===== src/sv/char_lcd_nibble_write_sequencer_top_defines.svh =====
// ----------------------------------------------------------------------------
// Assertion macros for the character display bus sequencer
// Shared property templates for the concurrent checks of the top level.
// ----------------------------------------------------------------------------
`ifndef CHAR_LCD_NIBBLE_WRITE_SEQUENCER_TOP_DEFINES_SVH
`define CHAR_LCD_NIBBLE_WRITE_SEQUENCER_TOP_DEFINES_SVH

// same-cycle implication under synchronous active-low reset
`define LCDSEQ_ASSERT_IMPLY(label, clk, rstn, ante, cons) \
    label: assert property (@(posedge clk) disable iff (!rstn) (ante) |-> (cons)) \
        else $error("lcdseq: same-cycle check failed");

// next-cycle implication under synchronous active-low reset
`define LCDSEQ_ASSERT_NEXT(label, clk, rstn, ante, cons) \
    label: assert property (@(posedge clk) disable iff (!rstn) (ante) |=> (cons)) \
        else $error("lcdseq: next-cycle check failed");

`endif


===== src/sv/lcdseq_pkg.sv =====
// ----------------------------------------------------------------------------
// lcdseq_pkg
// Shared types, constants and the init command table of the sequencer.
// ----------------------------------------------------------------------------
`default_nettype none

package lcdseq_pkg;

    localparam int COLUMNS    = 16;
    localparam int CFG_W      = 16;
    localparam int CFG_IDX_W  = 2;
    localparam int S_DATA_W   = 40;
    localparam int M_DATA_W   = 24;
    localparam int INIT_BYTES = 6;

    localparam logic [CFG_IDX_W-1:0] CFG_PULSE   = 2'd0;
    localparam logic [CFG_IDX_W-1:0] CFG_SETTLE  = 2'd1;
    localparam logic [CFG_IDX_W-1:0] CFG_POWERUP = 2'd2;

    localparam logic [15:0] PULSE_RST   = 16'd20;
    localparam logic [15:0] SETTLE_RST  = 16'd2000;
    localparam logic [15:0] POWERUP_RST = 16'd20000;

    localparam logic [7:0] LINE1_BASE = 8'h80;
    localparam logic [7:0] LINE2_BASE = 8'hC0;
    localparam logic [7:0] LINE1      = 8'd1;
    localparam logic [7:0] LINE2      = 8'd2;
    localparam logic [7:0] SLOT_LIMIT = 8'd8;

    typedef enum logic [2:0] {
        OP_INIT     = 3'd0,
        OP_CMD      = 3'd1,
        OP_CHAR     = 3'd2,
        OP_CURSOR   = 3'd3,
        OP_CHAR_POS = 3'd4,
        OP_SLOT     = 3'd5
    } opcode_t;

    typedef struct packed {
        logic       load;
        logic       emit;
        logic       wait_phase;
        logic [2:0] byte_idx;
        logic       nib_lo;
        logic       en_level;
        logic       last;
    } lcdseq_cmd_t;

    typedef struct packed {
        logic [2:0] n_bytes;
        logic       is_init;
        logic       out_free;
    } lcdseq_status_t;

    function automatic logic [7:0] init_byte(input logic [2:0] idx);
        logic [7:0] b;
        unique case (idx)
            3'd0:    b = 8'h33;
            3'd1:    b = 8'h32;
            3'd2:    b = 8'h28;
            3'd3:    b = 8'h06;
            3'd4:    b = 8'h0C;
            default: b = 8'h01;
        endcase
        return b;
    endfunction

endpackage

`default_nettype wire


===== src/sv/lcdseq_ctrl.sv =====
// ----------------------------------------------------------------------------
// lcdseq_ctrl
// Phase sequencer: walks the bytes and nibble phases of one item.
// ----------------------------------------------------------------------------
`default_nettype none

module lcdseq_ctrl
    import lcdseq_pkg::*;
(
    input  wire logic           aclk,
    input  wire logic           aresetn,
    input  wire logic           s_tvalid,
    output logic                s_tready,
    input  wire lcdseq_status_t status,
    output lcdseq_cmd_t         cmd
);

    typedef enum logic [2:0] {
        ST_IDLE = 3'b001,
        ST_WAIT = 3'b010,
        ST_RUN  = 3'b100
    } state_t;

    state_t     state_reg, state_next;
    logic [2:0] nbytes_reg, nbytes_next;
    logic [2:0] bidx_reg, bidx_next;
    logic [1:0] sub_reg, sub_next;
    logic       last_ph;

    assign s_tready = (state_reg == ST_IDLE);
    assign last_ph  = (bidx_reg == (nbytes_reg - 3'd1)) && (sub_reg == 2'd3);

    always_comb begin
        state_next     = state_reg;
        nbytes_next    = nbytes_reg;
        bidx_next      = bidx_reg;
        sub_next       = sub_reg;
        cmd            = '0;
        cmd.byte_idx   = bidx_reg;
        cmd.nib_lo     = sub_reg[1];
        cmd.en_level   = ~sub_reg[0];
        unique case (state_reg)
            ST_IDLE: begin
                if (s_tvalid) begin
                    cmd.load    = 1'b1;
                    nbytes_next = status.n_bytes;
                    bidx_next   = 3'd0;
                    sub_next    = 2'd0;
                    if (status.is_init) begin
                        state_next = ST_WAIT;
                    end else if (status.n_bytes != 3'd0) begin
                        state_next = ST_RUN;
                    end
                end
            end
            ST_WAIT: begin
                cmd.wait_phase = 1'b1;
                cmd.en_level   = 1'b0;
                if (status.out_free) begin
                    cmd.emit   = 1'b1;
                    state_next = ST_RUN;
                end
            end
            ST_RUN: begin
                cmd.last = last_ph;
                if (status.out_free) begin
                    cmd.emit = 1'b1;
                    sub_next = sub_reg + 2'd1;
                    if (sub_reg == 2'd3) begin
                        bidx_next = bidx_reg + 3'd1;
                    end
                    if (last_ph) begin
                        state_next = ST_IDLE;
                    end
                end
            end
            default: state_next = ST_IDLE;
        endcase
    end

    always_ff @(posedge aclk) begin
        if (!aresetn) begin
            state_reg  <= ST_IDLE;
            nbytes_reg <= 3'd0;
            bidx_reg   <= 3'd0;
            sub_reg    <= 2'd0;
        end else begin
            state_reg  <= state_next;
            nbytes_reg <= nbytes_next;
            bidx_reg   <= bidx_next;
            sub_reg    <= sub_next;
        end
    end

endmodule

`default_nettype wire


===== src/sv/lcdseq_dp.sv =====
// ----------------------------------------------------------------------------
// lcdseq_dp
// Datapath: item decode, byte selection, timing registers, output register.
// ----------------------------------------------------------------------------
`default_nettype none

module lcdseq_dp
    import lcdseq_pkg::*;
(
    input  wire logic                 aclk,
    input  wire logic                 aresetn,
    input  wire logic [S_DATA_W-1:0]  s_tdata,
    input  wire logic                 cfg_we,
    input  wire logic [CFG_IDX_W-1:0] cfg_index,
    input  wire logic [CFG_W-1:0]     cfg_wdata,
    input  wire lcdseq_cmd_t          cmd,
    output lcdseq_status_t            status,
    output logic                      m_tvalid,
    input  wire logic                 m_tready,
    output logic [M_DATA_W-1:0]       m_tdata,
    output logic                      m_tlast
);

    logic [2:0] in_op;
    logic [7:0] in_val, in_line, in_col, in_slot;
    logic       line_ok;
    logic [7:0] line_base;
    logic [7:0] first_byte;
    logic       first_rs;
    logic [2:0] n_bytes;

    logic [15:0] pulse_reg, settle_reg, powerup_reg;
    logic        init_reg;
    logic [7:0]  b0_reg, val_reg;
    logic        rs0_reg;

    logic        out_valid_reg;
    logic [3:0]  nib_reg;
    logic        rs_reg, en_reg, last_reg;
    logic [15:0] hold_reg;

    logic [7:0]  cur_byte;
    logic        cur_rs;
    logic [3:0]  cur_nib;

    assign in_op   = s_tdata[2:0];
    assign in_val  = s_tdata[10:3];
    assign in_line = s_tdata[18:11];
    assign in_col  = s_tdata[26:19];
    assign in_slot = s_tdata[34:27];

    always_comb begin
        line_ok   = (in_line == LINE1) || (in_line == LINE2);
        line_base = (in_line == LINE1) ? LINE1_BASE : LINE2_BASE;
        first_byte = line_base | {4'h0, in_col[3:0]};
        first_rs   = 1'b0;
        n_bytes    = 3'd0;
        unique case (in_op)
            OP_INIT: n_bytes = 3'(INIT_BYTES);
            OP_CMD: begin
                first_byte = in_val;
                n_bytes    = 3'd1;
            end
            OP_CHAR: begin
                first_byte = in_val;
                first_rs   = 1'b1;
                n_bytes    = 3'd1;
            end
            OP_CURSOR: n_bytes = line_ok ? 3'd1 : 3'd0;
            OP_CHAR_POS: n_bytes = (line_ok && (in_col < 8'(COLUMNS))) ? 3'd2 : 3'd0;
            OP_SLOT: begin
                first_byte = {2'b01, in_slot[2:0], 3'b000};
                n_bytes    = (in_slot < SLOT_LIMIT) ? 3'd1 : 3'd0;
            end
            default: n_bytes = 3'd0;
        endcase
    end

    assign status.n_bytes  = n_bytes;
    assign status.is_init  = (in_op == OP_INIT);
    assign status.out_free = !out_valid_reg || m_tready;

    always_ff @(posedge aclk) begin
        if (!aresetn) begin
            pulse_reg   <= PULSE_RST;
            settle_reg  <= SETTLE_RST;
            powerup_reg <= POWERUP_RST;
        end else if (cfg_we) begin
            unique case (cfg_index)
                CFG_PULSE:   pulse_reg   <= cfg_wdata;
                CFG_SETTLE:  settle_reg  <= cfg_wdata;
                CFG_POWERUP: powerup_reg <= cfg_wdata;
                default: ;
            endcase
        end
    end

    always_ff @(posedge aclk) begin
        if (cmd.load) begin
            init_reg <= (in_op == OP_INIT);
            b0_reg   <= first_byte;
            rs0_reg  <= first_rs;
            val_reg  <= in_val;
        end
    end

    always_comb begin
        if (init_reg) begin
            cur_byte = init_byte(cmd.byte_idx);
            cur_rs   = 1'b0;
        end else if (cmd.byte_idx == 3'd0) begin
            cur_byte = b0_reg;
            cur_rs   = rs0_reg;
        end else begin
            cur_byte = val_reg;
            cur_rs   = 1'b1;
        end
        cur_nib = cmd.nib_lo ? cur_byte[3:0] : cur_byte[7:4];
    end

    always_ff @(posedge aclk) begin
        if (!aresetn) begin
            out_valid_reg <= 1'b0;
        end else if (cmd.emit) begin
            out_valid_reg <= 1'b1;
        end else if (m_tready) begin
            out_valid_reg <= 1'b0;
        end
    end

    always_ff @(posedge aclk) begin
        if (cmd.emit) begin
            if (cmd.wait_phase) begin
                nib_reg  <= 4'h0;
                rs_reg   <= 1'b0;
                en_reg   <= 1'b0;
                hold_reg <= powerup_reg;
                last_reg <= 1'b0;
            end else begin
                nib_reg  <= cur_nib;
                rs_reg   <= cur_rs;
                en_reg   <= cmd.en_level;
                hold_reg <= cmd.en_level ? pulse_reg : settle_reg;
                last_reg <= cmd.last;
            end
        end
    end

    assign m_tvalid = out_valid_reg;
    assign m_tdata  = {2'b00, hold_reg, en_reg, rs_reg, nib_reg};
    assign m_tlast  = last_reg;

endmodule

`default_nettype wire


===== src/sv/char_lcd_nibble_write_sequencer_top.sv =====
// ----------------------------------------------------------------------------
// char_lcd_nibble_write_sequencer_top
// Flow: a request is taken in idle; the wait state (init only) and the run
// state then emit its phases in order into the output register; m_tready low
// holds them. Rejected requests emit none; idle returns after the last phase.
// Reset: synchronous active-low aresetn; timing back to 20/2000/20000 us, idle.
// ----------------------------------------------------------------------------
`default_nettype none
`include "char_lcd_nibble_write_sequencer_top_defines.svh"

module char_lcd_nibble_write_sequencer_top
    import lcdseq_pkg::*;
(
    input  wire logic                 aclk,
    input  wire logic                 aresetn,
    input  wire logic                 s_tvalid,
    output logic                      s_tready,
    // opcode[2:0], byte_value[10:3], line_number[18:11], column[26:19],
    // glyph_slot[34:27], zero fill
    input  wire logic [S_DATA_W-1:0]  s_tdata,
    output logic                      m_tvalid,
    input  wire logic                 m_tready,
    // data_nibble[3:0], reg_select[4], enable_level[5], hold_us[21:6], zero fill
    output logic [M_DATA_W-1:0]       m_tdata,
    output logic                      m_tlast,
    input  wire logic                 cfg_we,
    input  wire logic [CFG_IDX_W-1:0] cfg_index,
    input  wire logic [CFG_W-1:0]     cfg_wdata
);

    lcdseq_cmd_t    cmd;
    lcdseq_status_t status;

    lcdseq_ctrl u_ctrl (
        .aclk     (aclk),
        .aresetn  (aresetn),
        .s_tvalid (s_tvalid),
        .s_tready (s_tready),
        .status   (status),
        .cmd      (cmd)
    );

    lcdseq_dp u_dp (
        .aclk      (aclk),
        .aresetn   (aresetn),
        .s_tdata   (s_tdata),
        .cfg_we    (cfg_we),
        .cfg_index (cfg_index),
        .cfg_wdata (cfg_wdata),
        .cmd       (cmd),
        .status    (status),
        .m_tvalid  (m_tvalid),
        .m_tready  (m_tready),
        .m_tdata   (m_tdata),
        .m_tlast   (m_tlast)
    );

    `LCDSEQ_ASSERT_IMPLY(a_no_emit_when_idle, aclk, aresetn, s_tready, !cmd.emit)
    `LCDSEQ_ASSERT_NEXT(a_empty_item_stays_idle, aclk, aresetn,
        s_tvalid && s_tready && !status.is_init && (status.n_bytes == 3'd0), s_tready)
    `LCDSEQ_ASSERT_IMPLY(a_last_phase_enable_low, aclk, aresetn,
        cmd.emit && cmd.last, !cmd.en_level && !cmd.wait_phase)

endmodule

`default_nettype wire


===== config.mk =====
export PLATFORM = sky130hd
export DESIGN_NAME = char_lcd_nibble_write_sequencer_top
export DESIGN_NICKNAME = d
export VERILOG_FILES = /design/src/sv/lcdseq_pkg.sv /design/src/sv/lcdseq_ctrl.sv /design/src/sv/lcdseq_dp.sv /design/src/sv/char_lcd_nibble_write_sequencer_top.sv
export VERILOG_INCLUDE_DIRS = /design/src /design/src/sv
export SDC_FILE = /design/constraint.sdc
export NUM_CORES = 1
export LEC_CHECK = 0
export BUFFER_PORTS_ARGS = -buffer_cell sky130_fd_sc_hd__buf_2
export CAP_MARGIN = 20
export CORE_MARGIN = 2
export CORE_UTILIZATION = 55
export DETAILED_ROUTE_END_ITERATION = 8
export PLACE_DENSITY = 0.89
export SYNTH_ARGS = -nofsm -noshare
export SYNTH_HDL_FRONTEND = slang
export SYNTH_SLANG_ARGS = --single-unit

===== constraint.sdc =====
create_clock -name aclk -period 2.8 [get_ports aclk]
set_clock_uncertainty 0.15 [all_clocks]
set_input_delay 0.14 -clock aclk [delete_from_list [all_inputs] [get_ports aclk]]
set_output_delay 0.14 -clock aclk [all_outputs]
set_load 0.02 [all_outputs]

==> results of run 1 <==
[worst max-delay path, delay by kind of cell (launching register included)]
family,cells,cell delay [ps]
DFF,1,410
muxes,1,490
buffers and inverters,2,270
and+or+nand+nor,2,250
AOI/OAI and AO/OA,1,60
adders and majority gates,1,360
[layout by cell type, fill, tap and decap left out, types with 3 or more instances in the layout]
cell type and count:
nand2_1 122, buf_2 82, dfxtp_1 60, a21oi_1 55, edfxtp_1 41, dlygate4sd3_1 28, mux2i_1 22, o21ai_0 21
nor2_1 21, nand3_1 18, inv_1 12, clkbuf_8 10, buf_4 8, ha_1 7, nor2b_1 6, nand2b_1 6
nor3_1 6, nor3b_1 4, or3_1 4, xor2_1 4, o311ai_0 4, a311oi_1 3, nor4_1 3, o211ai_1 3
nand3b_1 3, a211oi_1 3, o22ai_1 3, clkinvlp_4 3
[what timing repair did]
action                                 in CTS  in global routing
buffers inserted                            0                  0
endpoints found under the hold margin      61                  0
resized for setup                           0                  0
hold buffers                               28                  0
[cells in the mapped netlist, drive strengths merged, types with 7 or more instances]
cell type  count
a21oi         57
nor2          24
edfxtp        41
nand2        123
buf           10
mux2i         22
nand3         18
dfxtp         60
clkbuf        25
o21ai         23
inv           14
ha             7
[report_power, final]
group          leakage, nW  internal (mW)  switching [mW]
Combinational         1.14          0.138           0.181
Clock               0.0890          0.363           0.537
Sequential           0.880           1.59          0.0340
Total                 2.11           2.09           0.752
[worst max path at each step]
stage,startpoint,endpoint,depth (start not counted)
after floorplan,u_ctrl.state_reg[2]$_SDFFE_PN0P_,u_dp.en_reg$_SDFFCE_PP0P_,3
after global placement,u_ctrl.bidx_reg[0]$_SDFFE_PN0P_,u_dp.nib_reg[1]$_SDFFCE_PP0P_,7
after detailed placement,u_ctrl.bidx_reg[0]$_SDFFE_PN0P_,u_dp.nib_reg[1]$_SDFFCE_PP0P_,7
after CTS,u_ctrl.bidx_reg[0]$_SDFFE_PN0P_,u_dp.nib_reg[1]$_SDFFCE_PP0P_,7
after global routing,u_ctrl.bidx_reg[0]$_SDFFE_PN0P_,u_dp.nib_reg[1]$_SDFFCE_PP0P_,7
final,u_ctrl.bidx_reg[1]$_SDFFE_PN0P_,u_dp.nib_reg[1]$_SDFFCE_PP0P_,7
[per-layer routing]
metal  vias to the layer above  track usage  wire (um)
met5                         -            0          0
li1                       1947            -          -
met4                         0       0.1238        341
met3                        39      0.05138        654
met1                      1923       0.3099       4531
met2                       173       0.4493       5848
[layout make-up]
class,count,area (um^2),area share
clock buffers,10,137.6,0.02479
clock inverters,6,53.80,0.009689
inverters,14,52.55,0.009464
multi-input cells,355,1994,0.3592
flip-flops and latches,101,2432,0.4380
well taps,105,131.4,0.02366
repair buffers,118,750.7,0.1352
[logic make-up (layout without fill, tap and decap cells)]
logic type	Yosys count	in the layout	share of synthesized area
xor+xnor	5	5	0.009472
buf+inv	49	148	0.04438
simple gates	210	210	0.2111
compound gates	108	108	0.1367
flops	101	101	0.5261
fa+ha+maj	7	7	0.01894
mux	23	23	0.05250
other cells	1	2	0.0008111
==> results.md, run 1 <==
- Run status: completed
- RePlAce Congestion: between 0.8 and 0.9
- # diodes: 0
- CP Launch Type: flop
- Finished Core Util: 0.6792
- Setup-failing EPs final: 0
- Tightest Hold Check Type: primary input to flop
- # fillers: just under 600
- Port buffer count: between 80 and 90
- DR WL/cell: ~16 um
- CTS Buf Count: 9
- 1st-iter DRT viols: about 350
- LEAKAGE: approximately 2.1 nW
- Critical Path Sink Type: flop
- Tightest Pin Transition: ~770 ps
- Post-detailed-placement cell area: slightly above 0.005 mm^2
- Crit path arrival time: approximately 2200 ps
- CP required: about 2800 ps
- Register area share after synthesis: 0.5261
- Top cells by area, synth: edfxtp_1 (27%), dfxtp_1 (26%), nand2_1 (9.9%)
- Syn Inst Count: around 500
- Worst-path clk slew: about 110 ps
- Power density cells: a little over 500 mW/mm^2
- CP cell instances: inv_1 -> ha_1 -> nor2b_1 -> buf_4 -> mux4_2 -> nand2_1 -> a21oi_1
- Row Count: 33
- Reg-to-Reg End: u_dp.nib_reg[1]$_SDFFCE_PP0P_
- Root Buffer: clkbuf_8
- Vias in the first global route: between 3000 and 4000
- GRT overflow: 0
- Worst hold path endpoint: u_dp.b0_reg[2]$_DFFE_PP_
- Max_slew headroom: 0.4880
- Clock buffer depth: 2
- Top Ports: 90
- Fmax achieved: 443.4 MHz
- Vias: around 4100
- H-Tree Depth: 3
- Post-DP HPWL: 7.219 mm
- EDFF count, synth: between 40 and 50
- CTS tree: built
- First-pass GRT wire length: 18.30 mm
- FF-to-FF setup slack: between 500 and 600 ps
- Nets: 669
- CP peak stage delay: around 500 ps
- Die width: between 90 and 100 um
- Clk Latency, worst-skew pair: approximately 380 ps
- Crit-path max FO: 10
- DRC errors left: 0
- Die area: just over 0.009 mm^2
- Post-synth ARST share: 0
- Maximum vdd drop: ~0.26 mV
- Final cycle utilization of the critical path: 0.8055
- Tot Pwr: around 2.8 mW
- Slowest stage cell, crit path: mux4_2
- Worst flop-to-flop path startpoint: u_ctrl.bidx_reg[1]$_SDFFE_PN0P_
- Ys flop type: dfxtp_1
- Setup TNS: 0 ps
- Hold_sp: s_tdata[21]
- Synth cell types: 54
- Clock sink count: 101
- Final min period: ~2300 ps
- Largest net degree at the start of global routing: 39
- Cell total after placement: 665
- Final Max Slew Viols: 0
- Setup ws final: roughly 540 ps
- Post-DRT Antenna Nets: 0
- Total routed wirelength: roughly 11 mm
- #FFs+latches synth: 101
- Filler-free cell count of the finished design: between 700 and 800
- Post-Synthesis Cell Area: ~0.0046 mm^2
- Core area: between 0.008 and 0.009 mm^2
- Max_cap viols: 0
- Endpoints failing hold: 0
- Area leader, netlist: edfxtp_1
- Via-per-instance ratio: about 5.8
- Crit Path Category: flop to flop
- Share of cells above drive strength 1: 0.1987
- Layout Area Growth over Synthesis: 20.11%
- Global Route Usage Sum: 0.2601
- Unrepaired setup endpoints after global routing: no
- Cells on worst reg2reg path: 7
- Design area: between 0.005 and 0.006 mm^2
- Share of the synthesized area in the top cell type: 0.2663
- DR pass1 iterations: 5
- Worst Hold Slack: roughly 2.9 ps
- Initial antenna violation count: 0
- Ys Warns: 0
- Die height: 95.69 um
- Mean Syn Cell Area: approximately 9.2 um^2
- Pre-CTS setup slack: about 600 ps
- WHS Path Cells: 3
- Starting Density: 0.5655
Power figures use the tool's default switching activity.
==> run 2: changes to the inputs <==
clock period = 2.4 ns   (was 2.8 ns; I/O delays follow)
==> results.md, run 2 (synthesis gave the netlist of run 1 again) <==
- Run status: completed
- # fillers: roughly 580
- # diodes: 0
- CP cell instances: inv_1 -> ha_1 -> nor2b_1 -> mux4_2 -> nand2_1 -> a21oi_1
- DR WL/cell: roughly 16 um
- Endpoints failing hold: 0
- Total routed wirelength: about 11 mm
- Fmax achieved: around 450 MHz
- RePlAce Congestion: just over 0.8
- Most common cell after layout, fill and taps aside: nand2_1
- DRC errors left: 0
- Critical Path Sink Type: flop
- Vias: slightly above 4000
- Port buffer count: 82
- Finished Core Util: 0.6861
- Max_slew headroom: 0.4598
- Starting Density: 0.5655
- Critical path buffers and inverters: 1
- CP peak stage delay: 520 ps
- CTS tree: built
- Post-DP HPWL: between 7 and 8 mm
- Setup TNS: 0 ps
- Final cycle utilization of the critical path: 0.9166
- Final min period: around 2200 ps
- H-Tree Depth: 3
- Die width: 95.69 um
- Max_cap viols: 0
- Unrepaired setup endpoints after global routing: no
- Tightest Pin Transition: around 810 ps
- Final Max Slew Viols: 0
- Tightest Hold Check Type: primary input to flop
- CTS Hold Bufs: 33
- Layout Area Growth over Synthesis: 21.33%
- Share of cells above drive strength 1: 0.1970
- Initial antenna violation count: 0
- Largest net degree at the start of global routing: 39
- Vias in the first global route: 3988
- Die height: about 96 um
- Most frequent cells in the layout: nand2_1 (122), buf_2 (82), dfxtp_1 (60)
- LEAKAGE: 2.143 nW
- Power density cells: a little under 600 mW/mm^2
- Clock buffer depth: 2
- Via-per-instance ratio: 5.734
- Tot Pwr: roughly 3.3 mW
- Family with the most delay on the worst path: multiplexers
- Clk Latency, worst-skew pair: 380 ps
- Hold_sp: s_tdata[1]
- Global Route Usage Sum: 0.2566
- # resized after CTS: 0
- Core area: roughly 0.008 mm^2
- Crit path arrival time: between 2000 and 2500 ps
- Maximum vdd drop: approximately 0.28 mV
- Nets: around 670
- Post-DRT Antenna Nets: 0
- Worst-path clk slew: around 110 ps
- Slowest stage cell, crit path: mux4_2
- Row Count: 33
- DR pass1 iterations: 7
- Setup-failing EPs final: 0
- Top Ports: 90
- Crit Path Category: flop to flop
- Setup Buffers After CTS: 0
- Crit path launch: u_ctrl.bidx_reg[0]$_SDFFE_PN0P_
- First-pass GRT wire length: around 18 mm
- Crit-path max FO: 10
- Worst flop-to-flop path startpoint: u_ctrl.bidx_reg[0]$_SDFFE_PN0P_
- CP required: 2370 ps
- Clock sink count: between 100 and 150
- 1st-iter DRT viols: between 200 and 300
- Die area: roughly 0.0092 mm^2
- CTS Buf Count: 9
- CP Launch Type: flop
- Root Buffer: clkbuf_8
- GRT overflow: 0
-- run 2: changes by cell type in the layout (fill, tap and decap cells not counted) --
cell           before  now
clkbuf_8           10    9
clkinv_4            0    1
clkinv_8            0    1
clkinvlp_4          3    0
dlygate4sd3_1      28   33
inv_6               1    3
-- run 2: cell type report --
cell class	count	area, um^2	area share
sequential	101	2432	0.4336
multi-input combinational	355	1994	0.3556
timing repair buffer	123	800.8	0.1428
tap	105	131.4	0.02342
clock buffer	9	123.9	0.02208
clock inverter	7	73.82	0.01316
inverter	14	52.55	0.009369
-- run 2: where the power goes --
group          leakage (nW)  total, mW  internal [mW]  switching [mW]
registers             0.880       1.90           1.86          0.0390
logic                  1.16      0.381          0.167           0.214
clock network         0.101       1.07          0.413           0.652
-- run 2: routing by layer --
metal / GRT usage / part of all wire / vias up
li1: - / - / 1954
met1: 0.3125 / 0.40 / 1900
met2: 0.4435 / 0.51 / 212
met3: 0.03953 / 0.073 / 28
met4: 0.1226 / 0.024 / 0
met5: 0 / 0 / -
-- run 2: worst register-to-register path, cell delays in order, from the launching register on --
cell and delay, ps:
dfxtp_1 370, inv_1 130, ha_1 360, nor2b_1 280
mux4_2 520, nand2_1 80, a21oi_1 70
-- run 2: stage by stage --
step           worst slack [ps]  area (um^2)  instances  hold WS [ps]
6_report                  200.3         5609        714         49.45
5_1_grt                   89.36         5609        714         67.28
4_1_cts                   240.2         5609        714         37.98
3_5_place_dp              239.4         5081        665         166.6
3_3_place_gp              337.2         5081        665         169.0
2_1_floorplan             38.55         4627        505         68.87
-- run 2: final timing paths --
check                                    to  slack, ps  cells after the start
max           u_dp.nib_reg[1]$_SDFFCE_PP0P_        200                      6
max reg2reg   u_dp.nib_reg[1]$_SDFFCE_PP0P_        200                      6
min reg2reg  u_dp.pulse_reg[0]$_SDFFE_PN0P_        310                      2
min                u_dp.b0_reg[1]$_DFFE_PP_         50                      2
